### src/hdl/bps_pkg.sv
// ----------------------------------------------------------------------------
// bps_pkg
// shared widths and limits for the burnt pancake sorter
// ----------------------------------------------------------------------------
package bps_pkg;

   // stack depth and derived index widths
   localparam int MAX_DEPTH = 16;
   localparam int IDX_W     = (MAX_DEPTH > 1) ? $clog2(MAX_DEPTH) : 1;
   localparam int HGT_W     = $clog2(MAX_DEPTH + 1);

   // pancake value and move counter widths
   localparam int VAL_W  = 16;
   localparam int MAG_W  = VAL_W - 1;
   localparam int MOVE_W = 8;

   localparam logic [MOVE_W-1:0] MOVE_LIMIT = '1;
   localparam logic [VAL_W-1:0]  VAL_MOST_NEG = {1'b1, {(VAL_W-1){1'b0}}};
   localparam logic [VAL_W-1:0]  VAL_LEAST_NEG_SAFE = {1'b1, {(VAL_W-2){1'b0}}, 1'b1};

endpackage

### src/hdl/burnt_pancake_sorter.sv
// ----------------------------------------------------------------------------
// burnt_pancake_sorter
// loads a stack of signed pancakes and sorts it by negating prefix flips
// ----------------------------------------------------------------------------
//
//  channel   direction  handshake                  payload
//  req       in         start && !busy             req_pancake_value, req_is_final
//  rsp       out        rsp_valid, one cycle each  rsp_sorted_value, rsp_move_total,
//                                                  rsp_is_final_out
//
//  a non-final item is stored (dropped once the stack is full) and busy stays low
//  the sort runs on the single-write-port stack memory through one shared
//  negate unit: a scan reads, then compares each entry in turn; a flip reads
//  an entry pair, then writes the low and then the high entry, one pair per
//  pass (the middle entry of an odd count takes a pass of its own); a negate
//  reads the top entry, then writes it back; each emitted entry is read, then sent
//  reset clears the sequencer, stack height and move count; stack contents
//  stay undefined until loaded
//  the receiver cannot stall: each result is shown for exactly one cycle
//
module burnt_pancake_sorter (
   input  logic                        clock,
   input  logic                        reset,
   input  logic                        start,
   output logic                        busy,
   input  logic [bps_pkg::VAL_W-1:0]   req_pancake_value,
   input  logic                        req_is_final,
   output logic                        rsp_valid,
   output logic [bps_pkg::VAL_W-1:0]   rsp_sorted_value,
   output logic [bps_pkg::MOVE_W-1:0]  rsp_move_total,
   output logic                        rsp_is_final_out
);
   import bps_pkg::*;

   typedef enum logic [4:0] {
      S_IDLE,
      S_PLACE_TOP,
      S_SRCH_RD,
      S_SRCH_CMP,
      S_PLACE_DEC,
      S_PLACE_NEG,
      S_PLACE_FLIP,
      S_PLACE_NEXT,
      S_ORIENT_TOP,
      S_ORIENT_CHK,
      S_ORIENT_NEG,
      S_ORIENT_FLIP,
      S_ORIENT_NEXT,
      S_FINISH,
      S_FLIP_RD,
      S_FLIP_W1,
      S_FLIP_W2,
      S_NEG_RD,
      S_NEG_W,
      S_OUT_RD,
      S_OUT_SEND
   } state_type;

   typedef enum logic [1:0] {
      NEG_ALWAYS,
      NEG_IF_POS,
      NEG_IF_NEG
   } neg_mode_type;

   // stack memory and its registered read ports
   logic signed [VAL_W-1:0] stack_mem [MAX_DEPTH];
   logic signed [VAL_W-1:0] rd_a_ff;
   logic signed [VAL_W-1:0] rd_b_ff;

   state_type               state_ff,   state_in;
   state_type               ret_ff,     ret_in;
   neg_mode_type            neg_mode_ff, neg_mode_in;
   logic [HGT_W-1:0]        height_ff,  height_in;
   logic [HGT_W-1:0]        h_ff,       h_in;
   logic [IDX_W-1:0]        idx_ff,     idx_in;
   logic [IDX_W-1:0]        best_ff,    best_in;
   logic [MAG_W-1:0]        best_mag_ff, best_mag_in;
   logic [IDX_W-1:0]        lo_ff,      lo_in;
   logic [IDX_W-1:0]        hi_ff,      hi_in;
   logic [MOVE_W-1:0]       moves_ff,   moves_in;
   logic                    rsp_valid_ff, rsp_valid_in;
   logic [VAL_W-1:0]        rsp_value_ff, rsp_value_in;
   logic [MOVE_W-1:0]       rsp_moves_ff, rsp_moves_in;
   logic                    rsp_final_ff, rsp_final_in;

   logic                    accept;
   logic                    rd_en;
   logic [IDX_W-1:0]        rd_addr_a;
   logic                    wr_en;
   logic [IDX_W-1:0]        wr_addr;
   logic signed [VAL_W-1:0] wr_data;
   logic signed [VAL_W-1:0] neg_in;
   logic signed [VAL_W-1:0] neg_out;
   logic [MAG_W-1:0]        mag_a;
   logic                    neg_go;
   logic [HGT_W-1:0]        h_last;
   logic [VAL_W-1:0]        load_value;
   logic [MOVE_W-1:0]       moves_inc;

   assign accept = start && (state_ff == S_IDLE);
   assign busy   = (state_ff != S_IDLE);

   // shared negate unit, also used for the magnitude in the scan
   assign neg_in  = (state_ff == S_FLIP_W1) ? rd_b_ff : rd_a_ff;
   assign neg_out = -neg_in;
   assign mag_a   = rd_a_ff[VAL_W-1] ? neg_out[MAG_W-1:0] : rd_a_ff[MAG_W-1:0];

   assign h_last    = h_ff - HGT_W'(1);
   assign moves_inc = (moves_ff != MOVE_LIMIT) ? moves_ff + MOVE_W'(1) : moves_ff;

   // clamp the most negative code so every negation stays in range
   assign load_value = (req_pancake_value == VAL_MOST_NEG) ? VAL_LEAST_NEG_SAFE
                                                           : req_pancake_value;

   // conditional negate of the top entry
   always_comb begin
      case (neg_mode_ff)
         NEG_ALWAYS: neg_go = 1'b1;
         NEG_IF_POS: neg_go = !rd_a_ff[VAL_W-1] && (rd_a_ff != '0);
         NEG_IF_NEG: neg_go = rd_a_ff[VAL_W-1];
         default:    neg_go = 1'b0;
      endcase
   end

   // read address select
   always_comb begin
      rd_en     = 1'b1;
      rd_addr_a = '0;
      case (state_ff)
         S_SRCH_RD:    rd_addr_a = idx_ff;
         S_FLIP_RD:    rd_addr_a = lo_ff;
         S_NEG_RD:     rd_addr_a = '0;
         S_ORIENT_TOP: rd_addr_a = h_ff[IDX_W-1:0];
         S_OUT_RD:     rd_addr_a = idx_ff;
         default:      rd_en     = 1'b0;
      endcase
   end

   // write port select
   always_comb begin
      wr_en   = 1'b0;
      wr_addr = '0;
      wr_data = neg_out;
      case (state_ff)
         S_IDLE: begin
            wr_en   = accept && (height_ff < HGT_W'(MAX_DEPTH));
            wr_addr = height_ff[IDX_W-1:0];
            wr_data = load_value;
         end
         S_FLIP_W1: begin
            wr_en   = 1'b1;
            wr_addr = lo_ff;
         end
         S_FLIP_W2: begin
            wr_en   = 1'b1;
            wr_addr = hi_ff;
         end
         S_NEG_W: begin
            wr_en   = neg_go;
            wr_addr = '0;
         end
         default: wr_en = 1'b0;
      endcase
   end

   // stack memory
   always_ff @(posedge clock) begin
      if (wr_en) begin
         stack_mem[wr_addr] <= wr_data;
      end
      if (rd_en) begin
         rd_a_ff <= stack_mem[rd_addr_a];
         rd_b_ff <= stack_mem[hi_ff];
      end
   end

   // sequencer next state
   always_comb begin
      state_in     = state_ff;
      ret_in       = ret_ff;
      neg_mode_in  = neg_mode_ff;
      height_in    = height_ff;
      h_in         = h_ff;
      idx_in       = idx_ff;
      best_in      = best_ff;
      best_mag_in  = best_mag_ff;
      lo_in        = lo_ff;
      hi_in        = hi_ff;
      moves_in     = moves_ff;
      rsp_valid_in = 1'b0;
      rsp_value_in = rsp_value_ff;
      rsp_moves_in = rsp_moves_ff;
      rsp_final_in = rsp_final_ff;
      case (state_ff)
         // load one entry per transfer while the stack has room
         S_IDLE: begin
            if (accept) begin
               if (height_ff < HGT_W'(MAX_DEPTH)) begin
                  height_in = height_ff + HGT_W'(1);
               end
               if (req_is_final) begin
                  moves_in = '0;
                  h_in     = (height_ff < HGT_W'(MAX_DEPTH)) ? height_ff + HGT_W'(1)
                                                              : height_ff;
                  state_in = S_PLACE_TOP;
               end
            end
         end
         // placing phase: scan the top h entries for the deepest largest
         S_PLACE_TOP: begin
            if (h_ff > HGT_W'(1)) begin
               idx_in   = '0;
               state_in = S_SRCH_RD;
            end else begin
               h_in     = height_ff - HGT_W'(1);
               state_in = S_ORIENT_TOP;
            end
         end
         S_SRCH_RD: state_in = S_SRCH_CMP;
         S_SRCH_CMP: begin
            if ((idx_ff == '0) || (best_mag_ff <= mag_a)) begin
               best_in     = idx_ff;
               best_mag_in = mag_a;
            end
            if (HGT_W'(idx_ff) == h_last) begin
               state_in = S_PLACE_DEC;
            end else begin
               idx_in   = idx_ff + IDX_W'(1);
               state_in = S_SRCH_RD;
            end
         end
         S_PLACE_DEC: begin
            if (HGT_W'(best_ff) == h_last) begin
               state_in = S_PLACE_NEXT;
            end else if (best_ff != '0) begin
               lo_in    = '0;
               hi_in    = best_ff;
               ret_in   = S_PLACE_NEG;
               state_in = S_FLIP_RD;
            end else begin
               state_in = S_PLACE_NEG;
            end
         end
         S_PLACE_NEG: begin
            neg_mode_in = NEG_IF_POS;
            ret_in      = S_PLACE_FLIP;
            state_in    = S_NEG_RD;
         end
         S_PLACE_FLIP: begin
            lo_in    = '0;
            hi_in    = h_last[IDX_W-1:0];
            ret_in   = S_PLACE_NEXT;
            state_in = S_FLIP_RD;
         end
         S_PLACE_NEXT: begin
            h_in     = h_last;
            state_in = S_PLACE_TOP;
         end
         // orientation phase: fix each burnt-side-up entry below the top
         S_ORIENT_TOP: begin
            if (h_ff != '0) begin
               state_in = S_ORIENT_CHK;
            end else begin
               state_in = S_FINISH;
            end
         end
         S_ORIENT_CHK: begin
            if (rd_a_ff[VAL_W-1]) begin
               lo_in    = '0;
               hi_in    = h_ff[IDX_W-1:0];
               ret_in   = S_ORIENT_NEG;
               state_in = S_FLIP_RD;
            end else begin
               state_in = S_ORIENT_NEXT;
            end
         end
         S_ORIENT_NEG: begin
            neg_mode_in = NEG_ALWAYS;
            ret_in      = S_ORIENT_FLIP;
            state_in    = S_NEG_RD;
         end
         S_ORIENT_FLIP: begin
            lo_in    = '0;
            hi_in    = h_ff[IDX_W-1:0];
            ret_in   = S_ORIENT_NEXT;
            state_in = S_FLIP_RD;
         end
         S_ORIENT_NEXT: begin
            h_in     = h_last;
            state_in = S_ORIENT_TOP;
         end
         // finish: fix the top entry
         S_FINISH: begin
            neg_mode_in = NEG_IF_NEG;
            ret_in      = S_OUT_RD;
            idx_in      = '0;
            state_in    = S_NEG_RD;
         end
         // flip: swap and negate one pair per pass, outside in
         S_FLIP_RD: state_in = S_FLIP_W1;
         S_FLIP_W1: state_in = S_FLIP_W2;
         S_FLIP_W2: begin
            if ((hi_ff - lo_ff) >= IDX_W'(2)) begin
               lo_in    = lo_ff + IDX_W'(1);
               hi_in    = hi_ff - IDX_W'(1);
               state_in = S_FLIP_RD;
            end else begin
               moves_in = moves_inc;
               state_in = ret_ff;
            end
         end
         // negate the top entry under the selected condition
         S_NEG_RD: state_in = S_NEG_W;
         S_NEG_W: begin
            if (neg_go) begin
               moves_in = moves_inc;
            end
            state_in = ret_ff;
         end
         // emit the sorted stack, top first
         S_OUT_RD: state_in = S_OUT_SEND;
         S_OUT_SEND: begin
            rsp_valid_in = 1'b1;
            rsp_value_in = rd_a_ff;
            if (HGT_W'(idx_ff) == height_ff - HGT_W'(1)) begin
               rsp_moves_in = moves_ff;
               rsp_final_in = 1'b1;
               height_in    = '0;
               moves_in     = '0;
               state_in     = S_IDLE;
            end else begin
               rsp_moves_in = '0;
               rsp_final_in = 1'b0;
               idx_in       = idx_ff + IDX_W'(1);
               state_in     = S_OUT_RD;
            end
         end
         default: state_in = S_IDLE;
      endcase
   end

   // sequencer state and registered outputs
   always_ff @(posedge clock) begin
      if (reset) begin
         state_ff     <= S_IDLE;
         height_ff    <= '0;
         moves_ff     <= '0;
         rsp_valid_ff <= 1'b0;
         rsp_final_ff <= 1'b0;
      end else begin
         state_ff     <= state_in;
         height_ff    <= height_in;
         moves_ff     <= moves_in;
         rsp_valid_ff <= rsp_valid_in;
         rsp_final_ff <= rsp_final_in;
      end
      ret_ff       <= ret_in;
      neg_mode_ff  <= neg_mode_in;
      h_ff         <= h_in;
      idx_ff       <= idx_in;
      best_ff      <= best_in;
      best_mag_ff  <= best_mag_in;
      lo_ff        <= lo_in;
      hi_ff        <= hi_in;
      rsp_value_ff <= rsp_value_in;
      rsp_moves_ff <= rsp_moves_in;
   end

   assign rsp_valid        = rsp_valid_ff;
   assign rsp_sorted_value = rsp_value_ff;
   assign rsp_move_total   = rsp_moves_ff;
   assign rsp_is_final_out = rsp_valid_ff && rsp_final_ff;

   // every emitted entry is burnt side down
   a_rsp_nonneg: assert property (@(posedge clock) disable iff (reset)
      rsp_valid |-> !rsp_sorted_value[VAL_W-1])
      else $error("negative entry emitted");

   // the move count only rides on the last entry
   a_rsp_moves: assert property (@(posedge clock) disable iff (reset)
      (rsp_valid && !rsp_is_final_out) |-> (rsp_move_total == '0))
      else $error("move count on a non-final entry");

   // the stack is empty again once the last entry is out
   a_rsp_empty: assert property (@(posedge clock) disable iff (reset)
      (rsp_valid && rsp_is_final_out) |-> (height_ff == '0) && !busy)
      else $error("stack not cleared after last entry");

   // a final transfer starts the sort
   a_final_busy: assert property (@(posedge clock) disable iff (reset)
      (accept && req_is_final) |=> busy)
      else $error("final transfer did not start the sort");

endmodule

### config.mk
export PLATFORM = sky130hd
export DESIGN_NAME = burnt_pancake_sorter
export DESIGN_NICKNAME = d
export VERILOG_FILES = /design/src/hdl/bps_pkg.sv /design/src/hdl/burnt_pancake_sorter.sv
export SDC_FILE = /design/constraint.sdc
export NUM_CORES = 1
export LEC_CHECK = 0
export ABC_AREA = 0
export BUFFER_PORTS_ARGS = -buffer_cell sky130_fd_sc_hd__buf_2
export CAP_MARGIN = 5
export CORE_ASPECT_RATIO = 2
export CORE_UTILIZATION = 58
export CTS_BUF_LIST = sky130_fd_sc_hd__clkbuf_4 sky130_fd_sc_hd__clkbuf_8
export DETAILED_ROUTE_END_ITERATION = 8
export GPL_TIMING_DRIVEN = 0
export PLACE_DENSITY = 0.73
export SYNTH_ARGS = -nofsm -noshare
export SYNTH_HDL_FRONTEND = slang
export SYNTH_SLANG_ARGS = --single-unit
export TNS_END_PERCENT = 20
### constraint.sdc
create_clock -name clock -period 8.6 [get_ports clock]
set_input_delay 0.43 -clock clock [delete_from_list [all_inputs] [get_ports clock]]
set_output_delay 0.43 -clock clock [all_outputs]
set_load 0.03 [all_outputs]
# --- Word-level counts from Yosys, hierarchy flattened ---
# Memory sizes are Yosys's and may differ from the RTL's. A register that Yosys moved wholly into a read port is not among the register bits.
# Index checks and enable logic that the tools add are counted.
totals:
  register_bits: 87
  ram_bits: 256
  inputBits: 20
  n_memories: 1
mem_list:
  columns: ["name", "words", "word_bits", "read_ports", "rd_ports_with_merged_regs", "write_ports", "line", "source"]
  rows:
  - ["stack_mem", 16, 16, 2, 2, 1, "burnt_pancake_sorter.sv:66", "logic signed [VAL_W-1:0] stack_mem [MAX_DEPTH];"]
op_classes:
  addsub: 9
  n_lt_le_gt_ge: 4
  n_eq_ne: 40
  n_mux: 58
  reduce_logical: 36
ops:
  columns: ["cell", "n"]
  rows:
  - ["5-bit one-hot mux with 18 select lines", 1]
  - ["5-bit two-way mux", 13]
  - ["4-bit two-way mux", 14]
  - ["16-bit two-way mux", 3]
  - ["8-bit two-way mux", 6]
  - ["5-bit by 4-bit == test with 1-bit output, second input constant", 8]
  - ["5-bit one-hot mux with 7 select lines", 1]
  - ["4-bit one-hot mux with 4 select lines", 2]
  - ["8-bit one-hot mux with 4 select lines", 1]
  - ["2-bit != test, second input constant", 13]
  - ["5-bit == test, second input constant", 5]
  - ["4-bit one-hot mux with 3 select lines", 2]
  - ["5-bit by 3-bit == test with 1-bit output, second input constant", 4]
  - ["4-bit one-hot mux with 5 select lines", 1]
  - ["16-bit == test, second input constant", 1]
  - ["16-bit negator", 1]
  - ["16-bit nonzero test", 1]
  - ["4-bit nonzero test", 4]
  - ["4-bit by 5-bit == test with 1-bit output", 3]
  - ["15-bit <= comparator", 1]
  - ["15-bit two-way mux", 1]
  - ["5-bit one-hot mux with 3 select lines", 1]
  - ["5-bit nonzero test", 3]
  - ["4-bit AND reduction", 3]
  - ["other kinds (36)", 54]

# --- Depth between registers and ports, before layout ---
depth:
  word_depth: 7
  ltp_mapped: 24

# --- Worst setup path after synthesis ---
# Ideal clock, no wire load.
synth_path:
  path_type: "register to register"
  startpoint: "reg state_ff[3]"
  endpoint: "reg best_ff[0] (enable)"
  setup_ns: 0.401
  arrival_ns: 5.657
  slack_ns: 2.542
  stages_incl_launch_ff: 24
  synth_period_minus_slack_ns: 6.058
  path_cell_list: "dfxtp_1 -> buf_2 -> and3b_1 -> buf_2 -> nand2_1 -> buf_2 -> buf_1 -> mux2i_1 -> ha_1 -> clkbuf_1 -> nand2b_1 -> a2111o_1 -> a22o_1 -> nor2_1 -> xnor2_1 -> mux2i_1 -> a21o_1 -> ha_1 -> nand4_1 -> nor4_1 -> a211oi_1 -> a311oi_1 -> o311ai_1 -> a21oi_1"
synth_between:
  elab_chain_cells: 7
  word_cells_on_any_way: 8
synth_lines:
  columns: ["element", "line", "source"]
  rows:
  - ["from (decl)", "burnt_pancake_sorter.sv:70", "state_type state_ff, state_in;"]
  - ["from (signal assigned)", "burnt_pancake_sorter.sv:351", "state_ff <= state_in;"]
  - ["5-bit by 4-bit == test with 1-bit output", "burnt_pancake_sorter.sv:104", "assign neg_in = (state_ff == S_FLIP_W1) ? rd_b_ff : rd_a_ff;"]
  - ["16-bit two-way mux", "burnt_pancake_sorter.sv:104", null]
  - ["16-bit negator", "burnt_pancake_sorter.sv:105", "assign neg_out = -neg_in;"]
  - ["15-bit two-way mux", "burnt_pancake_sorter.sv:106", "assign mag_a = rd_a_ff[VAL_W-1] ? neg_out[MAG_W-1:0] : rd_a_ff[MAG_W-1:0];"]
  - ["15-bit <= comparator", "burnt_pancake_sorter.sv:221", "if ((idx_ff == '0) || (best_mag_ff <= mag_a)) begin"]
  - ["1-bit logical OR", "burnt_pancake_sorter.sv:221", null]
  - ["2-bit AND reduction (no source line) (*)", null, null]
  - ["to (signal assigned)", "burnt_pancake_sorter.sv:361", "best_ff <= best_in;"]
  - ["to (decl)", "burnt_pancake_sorter.sv:76", "logic [IDX_W-1:0] best_ff, best_in;"]
# Mark *: on every way between the ends. The rest lies on a longest branch, timed or not.
# A chain may end at the register's enable or synchronous reset.

# --- Worst setup path after layout ---
layout_path:
  startpoint: "reg state_ff[0]"
  endpoint: "reg best_ff[3] (enable)"
# The elaborated chain is that of the path after synthesis.

==> flow_metrics.tcl <==
set metrics [dict create \
    synth_cell_types 83 \
    antenna_found_initial 3 \
    power.net_switching_uw 1070 \
    p_per_area_mw_per_mm2 185 \
    gr-usage-met3_pct 9.14 \
    post-cts-setup-buffers 0 \
    first_global_vias 15600 \
    hold_viol 0 \
    gr-usage-met2_pct 70.2 \
    fp.dieH_um 262 \
    syn-instance-count 1648 \
    synth.net_count 1697 \
    syn-mean-instance-area_um2 11.9 \
    rows 94 \
    portBuffers 45 \
    synth-adder-area-share_pct 1.89 \
    yosysTopAreaCellShare_pct 54.4 \
    drt_iter0_drc 1988 \
    drive_gt1_share_pct 15.7 \
    final_nets 1838 \
    die_area_mm2 0.0345 \
    grt_pass1_wl_um 99200 \
    ant_nets 0 \
    vdd_drop_max_uv 150 \
    synthesis.area_mm2 0.0196 \
    synth_edf_count 355 \
    worst_pin_slew_ps 1570 \
    setup_viol 0 \
    seqPwrFrac_pct 51.9 \
    ys.flop_type "edfxtp_1" \
    clk_pin_slew_ps 80 \
    ys.warnings.count 0 \
    p_int_uw 3000 \
    cap_violations 0 \
    start_util_pct 59.2 \
    io_pins 47 \
    crit_type "register to register" \
    cts-root-buf "clkbuf_8" \
    cp.arrival_ps 7130 \
    gr-usage-all-layers_pct 40.5 \
    synth.area.mux_share_pct 10.7 \
    min_path_cells 2 \
    final.min_clock_period_ps 6810 \
    busiest_layer "met2" \
    cts_tree "yes" \
    async_flop_share_pct 0 \
    wl_per_cell_um 30.6 \
    core_area_mm2 0.0330 \
    reg2reg_depth 24 \
    synth_top_family_by_area "compound AO/OA/AOI/OAI gates" \
    cts_hold_buf 0 \
    dp_hpwl_um 50600 \
    power_uw 4070 \
    p_leak_uw 0.00770 \
    fin_tns_setup_ps 0 \
    synth_largest_area_cell "edfxtp_1" \
    crit_fanout 13 \
    p_comb_share_pct 12.0 \
    synth_area_leaders "edfxtp_1, mux2i_1, nand2_1" \
    htree_levels 2 \
    status "finished, violations left" \
    viasPerCell 6.90 \
    worst_ep_required_time_ps 8930 \
    synth_compound_area_share_pct 13.0 \
    numClockSinks 375 \
    grt_overflow 0 \
    synth_xor_area_share_pct 2.10 \
    drc_errors 1 \
    critPathLaunchType "register" \
    grt_max_degree 33 \
    endpoint_kind "register" \
    routed_wl_um 69200 \
    synthToLayoutAreaGrowth_pct 12.2 \
    relSlewSlack_pct -4.41 \
    cts_made_buffers 51 \
    max_freq_mhz 147 \
    violations "DRC, slew limit" \
    clockBufferDepth 3 \
    fin_crit_sh_pct 79.1 \
    hold_class "input pin to register" \
    fin_worst_skew_ps 31.4 \
    drv_slew 2 \
    dr.pass1.iters 9 \
    cts-resized-gates 0 \
    yosys.area_share.simple_pct 12.7 \
    rsz0062_at_grt "false" \
    clkPwrFrac_pct 36.1 \
    vias 15600 \
    die_x_um 132 \
    synth_seq_cells 375 \
    clock_latency_ps 650 \
    yosysSeqAreaShare_pct 56.5 \
    grt_use_met1_pct 39.1 \
    gp_congestion 0.992 \
    swShare_pct 26.3 \
]
cells in the mapped netlist, types with 7 or more instances:
| master | count |
|---|---|
| edfxtp_1 | 355 |
| nand2_1 | 198 |
| mux2i_1 | 114 |
| nor2_1 | 96 |
| a21oi_1 | 69 |
| and2_1 | 65 |
| clkbuf_1 | 65 |
| o21ai_0 | 56 |
| a211oi_1 | 49 |
| a31oi_1 | 40 |
| nor3_1 | 37 |
| inv_1 | 32 |
| mux4_2 | 32 |
| ha_1 | 28 |
| a22oi_1 | 26 |
| nand3_1 | 24 |
| xor2_1 | 24 |
| and3_1 | 23 |
| xnor2_1 | 23 |
| buf_2 | 22 |
| buf_1 | 20 |
| dfxtp_1 | 20 |
| nor4_1 | 20 |
| a221o_1 | 18 |
| a221oi_1 | 17 |
| o32ai_1 | 16 |
| mux2_2 | 13 |
| nand2b_1 | 10 |
| nand4_1 | 10 |
| nor2b_1 | 10 |
| a21o_1 | 8 |
| mux2_1 | 7 |
path summary, 6_finish.rpt:
| path | start | to | slack, ps |
|---|---|---|---|
| max reg2reg | state_ff[0]$_SDFFE_PP0P_ | best_ff[3]$_DFFE_PP_ | 1790 |
| max | state_ff[0]$_SDFFE_PP0P_ | best_ff[3]$_DFFE_PP_ | 1790 |
| min reg2reg | rsp_final_ff$_SDFFE_PP0P_ | rsp_final_ff$_SDFFE_PP0P_ | 450 |
| min | reset | moves_ff[4]$_SDFFE_PP0P_ | 200 |
per-stage QoR:
stage          worst slack, ps  hold slack (ps)  util, %  cell area (um^2)  cells
2_1_floorplan             2540              424        -             19600   1648
3_3_place_gp              1050              427     61.6             20300   2125
3_5_place_dp              1860              434     63.0             20800   2164
4_1_cts                   1820              192     66.3             21900   2257
5_1_grt                   1400              239     66.5             22000   2262
6_report                  1790              195     66.5             22000   2262
cell type report:
type	count	area, um^2
well taps	432	541
clock buffers	65	813
inverters	34	128
flip-flops and latches	375	11100
repair buffers	88	627
multi-input cells	1127	8050
fillers	2523	11100
plain buffers	112	478
clock inverters	28	268
diodes	1	2.50
per-layer routing:
metal / share of wire [%] / wire length [um]
met1: 30 / 21000
met2: 49 / 34100
met3: 8.5 / 5910
met4: 12 / 8130
met5: 0.019 / 13
registers in the layout, summed over array words and instances, names as in the netlist, 8 cells and up:
name and flops:
rsp_move_total 8, stack_mem 256, rsp_sorted_value 16, moves_ff 8, rd_b_ff 16, best_mag_ff 15
rd_a_ff 16
cell families after synthesis:
group,after synthesis
AND/OR/NAND/NOR,519
flip-flops,375
AO/OA/AOI/OAI,366
multiplexers,166
buffers and inverters,146
XOR/XNOR,47
adder cells (fa/ha/maj),29
critical path, stage by stage (launching register included):
cell and delay [ps]:
dfxtp_1 330, buf_2 200, and3b_1 190, buf_2 170, nand2_1 160, buf_2 280
buf_1 480, mux2i_1 420, ha_1 220, clkbuf_1 300, nand2b_1 170, a2111o_1 440
a22o_1 300, nor2_1 130, xnor2_1 130, mux2i_1 160, a21o_1 240, ha_1 290
nand4_1 160, nor4_1 500, a211oi_1 90, a311oi_1 280, o311ai_1 170, a21oi_2 430
buf_8 230
placed cells by master (no fill, tap or decap), types with 40 or more instances in the layout:
cell type and instances:
a211oi_1 49, a21oi_1 63, a31oi_1 40, and2_1 65, buf_2 67, clkbuf_1 65, clkbuf_8 52, edfxtp_1 355
mux2i_1 114, nand2_1 198, nor2_1 96, o21ai_0 50
power groups by stage:
stage	logic, uW	registers, uW	clock network [uW]
2_1_floorplan	255	2140	0
3_3_place_gp	420	2150	0
3_5_place_dp	457	2150	0
4_1_cts	458	2110	1470
5_1_grt	503	2110	1540
6_report	490	2110	1470
Note: power is estimated with default switching activity, not from simulation.
